--- src/hw/rtl/iokv_pkg.sv ---
// ----------------------------------------------------------------------------
// iokv_pkg
// Shared constants, codes and types of the insertion-ordered key/value table.
// ----------------------------------------------------------------------------
`default_nettype none

package iokv_pkg;

   localparam int CAPACITY = 64;

   localparam int DATA_W  = 32;
   localparam int OP_W    = 2;
   localparam int POS_W   = 6;
   localparam int ERR_W   = 2;
   localparam int IDX_W   = $clog2(CAPACITY);
   localparam int CNT_W   = $clog2(CAPACITY + 1);
   localparam int CMP_W   = (CNT_W > POS_W) ? CNT_W : POS_W;

   localparam logic [OP_W-1:0] OP_PUT    = 2'd0;
   localparam logic [OP_W-1:0] OP_GET    = 2'd1;
   localparam logic [OP_W-1:0] OP_KEY_AT = 2'd2;

   localparam logic [ERR_W-1:0] ERR_OK    = 2'd0;
   localparam logic [ERR_W-1:0] ERR_FULL  = 2'd1;
   localparam logic [ERR_W-1:0] ERR_RANGE = 2'd2;

   typedef struct packed {
      logic              key_we;
      logic              val_we;
      logic [IDX_W-1:0]  waddr;
      logic [DATA_W-1:0] key_wdata;
      logic [DATA_W-1:0] val_wdata;
      logic [IDX_W-1:0]  key_raddr;
      logic [IDX_W-1:0]  val_raddr;
   } store_cmd_type;

endpackage

`default_nettype wire

--- src/hw/rtl/iokv_store.sv ---
// ----------------------------------------------------------------------------
// iokv_store
// Key and value memories, one write port each (shared address) and one
// registered read port each.
// ----------------------------------------------------------------------------
`default_nettype none

module iokv_store (
   input  wire                           clock,
   input  wire iokv_pkg::store_cmd_type  cmd,
   output logic [iokv_pkg::DATA_W-1:0]   key_rd_data,
   output logic [iokv_pkg::DATA_W-1:0]   val_rd_data
);

   logic [iokv_pkg::DATA_W-1:0] key_mem [iokv_pkg::CAPACITY];
   logic [iokv_pkg::DATA_W-1:0] val_mem [iokv_pkg::CAPACITY];

   always_ff @(posedge clock) begin
      if (cmd.key_we) begin
         key_mem[cmd.waddr] <= cmd.key_wdata;
      end
      key_rd_data <= key_mem[cmd.key_raddr];
   end

   always_ff @(posedge clock) begin
      if (cmd.val_we) begin
         val_mem[cmd.waddr] <= cmd.val_wdata;
      end
      val_rd_data <= val_mem[cmd.val_raddr];
   end

endmodule

`default_nettype wire

--- config.mk ---
export PLATFORM = sky130hd
export DESIGN_NAME = iokv_store
export DESIGN_NICKNAME = d
export VERILOG_FILES = /design/src/hw/rtl/iokv_pkg.sv /design/src/hw/rtl/iokv_store.sv
export SDC_FILE = /design/constraint.sdc
export NUM_CORES = 2
export LEC_CHECK = 0
export BUFFER_PORTS_ARGS = -buffer_cell sky130_fd_sc_hd__buf_2
export CAP_MARGIN = 20
export CORE_ASPECT_RATIO = 1.4
export CORE_MARGIN = 2
export CORE_UTILIZATION = 50
export DETAILED_ROUTE_END_ITERATION = 16
export PLACE_DENSITY = 0.7
export SETUP_SLACK_MARGIN = 0.15
export SLEW_MARGIN = 0
export SYNTH_ARGS = -nofsm -noshare
export SYNTH_HDL_FRONTEND = slang
export SYNTH_SLANG_ARGS = --single-unit
--- constraint.sdc ---
create_clock -name clock -period 3.55 [get_ports clock]
set_input_delay 0.71 -clock clock [delete_from_list [all_inputs] [get_ports clock]]
set_output_delay 0.71 -clock clock [all_outputs]
set_load 0.005 [all_outputs]
==> results.json <==
{
  "crit_slowest_cell": "o22ai_1",
  "required_ps": 4340,
  "cp-start-kind": "primary input",
  "netlist_top_cells_area": "edfxtp_1 (78%), mux4_2 (15%), mux2i_1 (2.0%)",
  "setup-tns-final_ps": 0,
  "worst_slack_ps": 815,
  "async_flop_share_pct": 0,
  "drive_above_1_share_pct": 31.1,
  "place_ws_ps": -140,
  "synth_edf_count": 4096,
  "insertion_delay_ps": 910,
  "final-hold-violation-count": 0,
  "die_area_um2": 321000,
  "antenna_found_initial": 46,
  "cpLargestDelayFamily": "multiplexers",
  "grt_usage_pct": 24.8,
  "pin_count": 149,
  "ys_seq_area_share_pct": 78.7,
  "synth_fp_nets": 6906,
  "antenna_left": 0,
  "cts_tree": "yes",
  "clk_pin_slew_ps": 70,
  "postCtsSetupRepairBufs": 0,
  "max_freq_ghz": 0.366,
  "wl_per_cell_um": 33.5,
  "max_slew_margin_pct": 25.6,
  "ys_types": 53,
  "htree_levels": 5,
  "cellPowerDensity_nw_per_um2": 561,
  "cts_repair_resize_count": 0,
  "finClkSkew_ps": 65.6,
  "crit_chain": "buf_8 -> buf_12 -> buf_12 -> mux4_2 -> mux4_2 -> o22ai_1 -> buf_4 -> a21oi_1",
  "vias_per_cell": 6.34,
  "finalCriticalPeriod_ps": 2740,
  "clock-root-buffer": "clkbuf_16",
  "drt_iter0_drc": 8820,
  "synth_top_area_share_pct": 77.8,
  "cp-end-kind": "register",
  "core-area_um2": 315000,
  "drv_cap": 0,
  "grt_max_degree": 74,
  "rows": 244,
  "path_buf_inv": 4,
  "grt-ovfl-total": 0,
  "synth_cells": 6821,
  "period_share_pct": 77.0,
  "p_leak_nw": 57.6,
  "fin_hold_ws_ps": 124,
  "avgSynthCellArea_um2": 23.2,
  "numCtsBuffers": 387,
  "slowest_delay_ps": 740,
  "critPathArrivalTime_ps": 3520,
  "tightest_slew_ps": 1120,
  "grt_pass1_vias": 77400,
  "clk_path_buf_depth": 4,
  "drtPass1Iterations": 6,
  "total_power_w": 0.102,
  "hold_buffers": 0,
  "dieWidth_um": 479,
  "status": "finished, final reports clean",
  "hp-class": "primary input to register",
  "clock_sinks": 4160,
  "dieHeight_um": 669,
  "yosysWarnings": 0,
  "slew_violations": 0,
  "dpl_cell_area_um2": 169000,
  "critical_path_class": "primary input to register",
  "setup_viol": 0,
  "area_growth_pct": 15.2,
  "vias": 75900,
  "synth_area_leader_cell": "edfxtp_1",
  "synth_ff_type": "edfxtp_1",
  "peakVddDrop_v": 0.000566,
  "synth_most_common_cell": "edfxtp_1",
  "drc": 0,
  "portBuffers": 148,
  "start_util_pct": 50.1,
  "stdcell_area_um2": 182000,
  "ys_ff_latch": 4160,
  "grt_pass1_wl_um": 568000,
  "rsz0062_at_grt": "false",
  "cp_max_fo": 32,
  "dpl.hpwl_um": 233000,
  "gp_congestion": 0.832,
  "syn_area_um2": 158000,
  "synthTopCellsByCount": "edfxtp_1 (4096), mux4_2 (1019), mux2i_1 (322)",
  "routed_wl_um": 401000,
  "nets": 7531
}
[cell usage in the layout, fill, tap and decap left out, types with 7 or more instances in the layout]
cell,n
mux2_2,51
buf_2,141
inv_6,12
nor2_4,128
clkinv_2,71
diode_2,12
mux2i_1,322
dfxtp_1,64
mux4_2,1019
o2bb2a_1,19
clkbuf_1,59
inv_1,14
a32oi_1,18
nand2b_1,7
nand3_1,25
clkinv_4,9
nand4_1,25
nor3_1,23
edfxtp_1,4096
buf_12,187
nand3b_1,9
clkbuf_16,395
nor2_1,30
nor2b_1,35
clkinv_8,7
bufinv_16,51
buf_4,269
clkbuf_8,18
o211ai_1,52
clkinv_1,65
o22ai_1,62
nand2_1,192
a22oi_1,121
a21oi_1,42
a211oi_1,27
clkinvlp_4,20
[routing by layer]
layer  global-route usage [%]  wire length [um]
met4                     9.42             16800
met2                     44.5            212000
met5                        0               233
met3                     4.16             32000
met1                     30.1            140000
[worst reg2reg max path, stage by stage, from the launching register on]
cell and delay (ps):
edfxtp_1 380, mux4_2 460, mux4_2 540, o22ai_1 740, buf_4 240, a21oi_1 40
[final cells by class]
type,count,area (um2)
antenna,12,30.0
clock buffer,472,10400
clock inverter,238,2640
fill,22000,133000
inverter,15,56.3
multi-input combinational,2270,32700
sequential,4160,124000
tap,4182,5230
timing repair buffer,612,6710
[power breakdown]
| group | switching (W) | internal [W] |
|---|---|---|
| Clock | 0.0178 | 0.0245 |
| Combinational | 0.00314 | 0.00206 |
| Sequential | 0.000262 | 0.0544 |
[flip-flops by register name, indices dropped and copies added (netlist names)]
signal	cells
val_rd_data	32
val_mem	2048
key_mem	2048
key_rd_data	32
[through the flow]
step,std cells,utilization [%]
2_1_floorplan,6821,-
4_1_cts,11900,57.6
3_5_place_dp,11200,53.5
5_1_grt,12000,57.8
6_report,12000,57.8
3_3_place_gp,11200,53.5
[kinds of logic after synthesis]
logic type / after synthesis / share of synthesized area, %
and+or+nand+nor: 500 / 1.43
AOI/OAI and AO/OA: 378 / 1.75
DFF: 4160 / 78.7
buffers and inverters: 391 / 1.23
muxes: 1392 / 16.9
[final timing paths]
| kind | from | to | slack [ps] | depth (start not counted) |
|---|---|---|---|---|
| worst max register to register | key_mem[8][16] | key_rd_data[16] | 1060 | 5 |
| worst min register to register | val_mem[34][17] | val_rd_data[17] | 890 | 5 |
| worst min-delay path | cmd[19] | val_mem[40][7] | 120 | 1 |
| worst max-delay path | cmd[6] | key_rd_data[16] | 810 | 8 |
No activity file was read; power rests on OpenSTA's default activity.
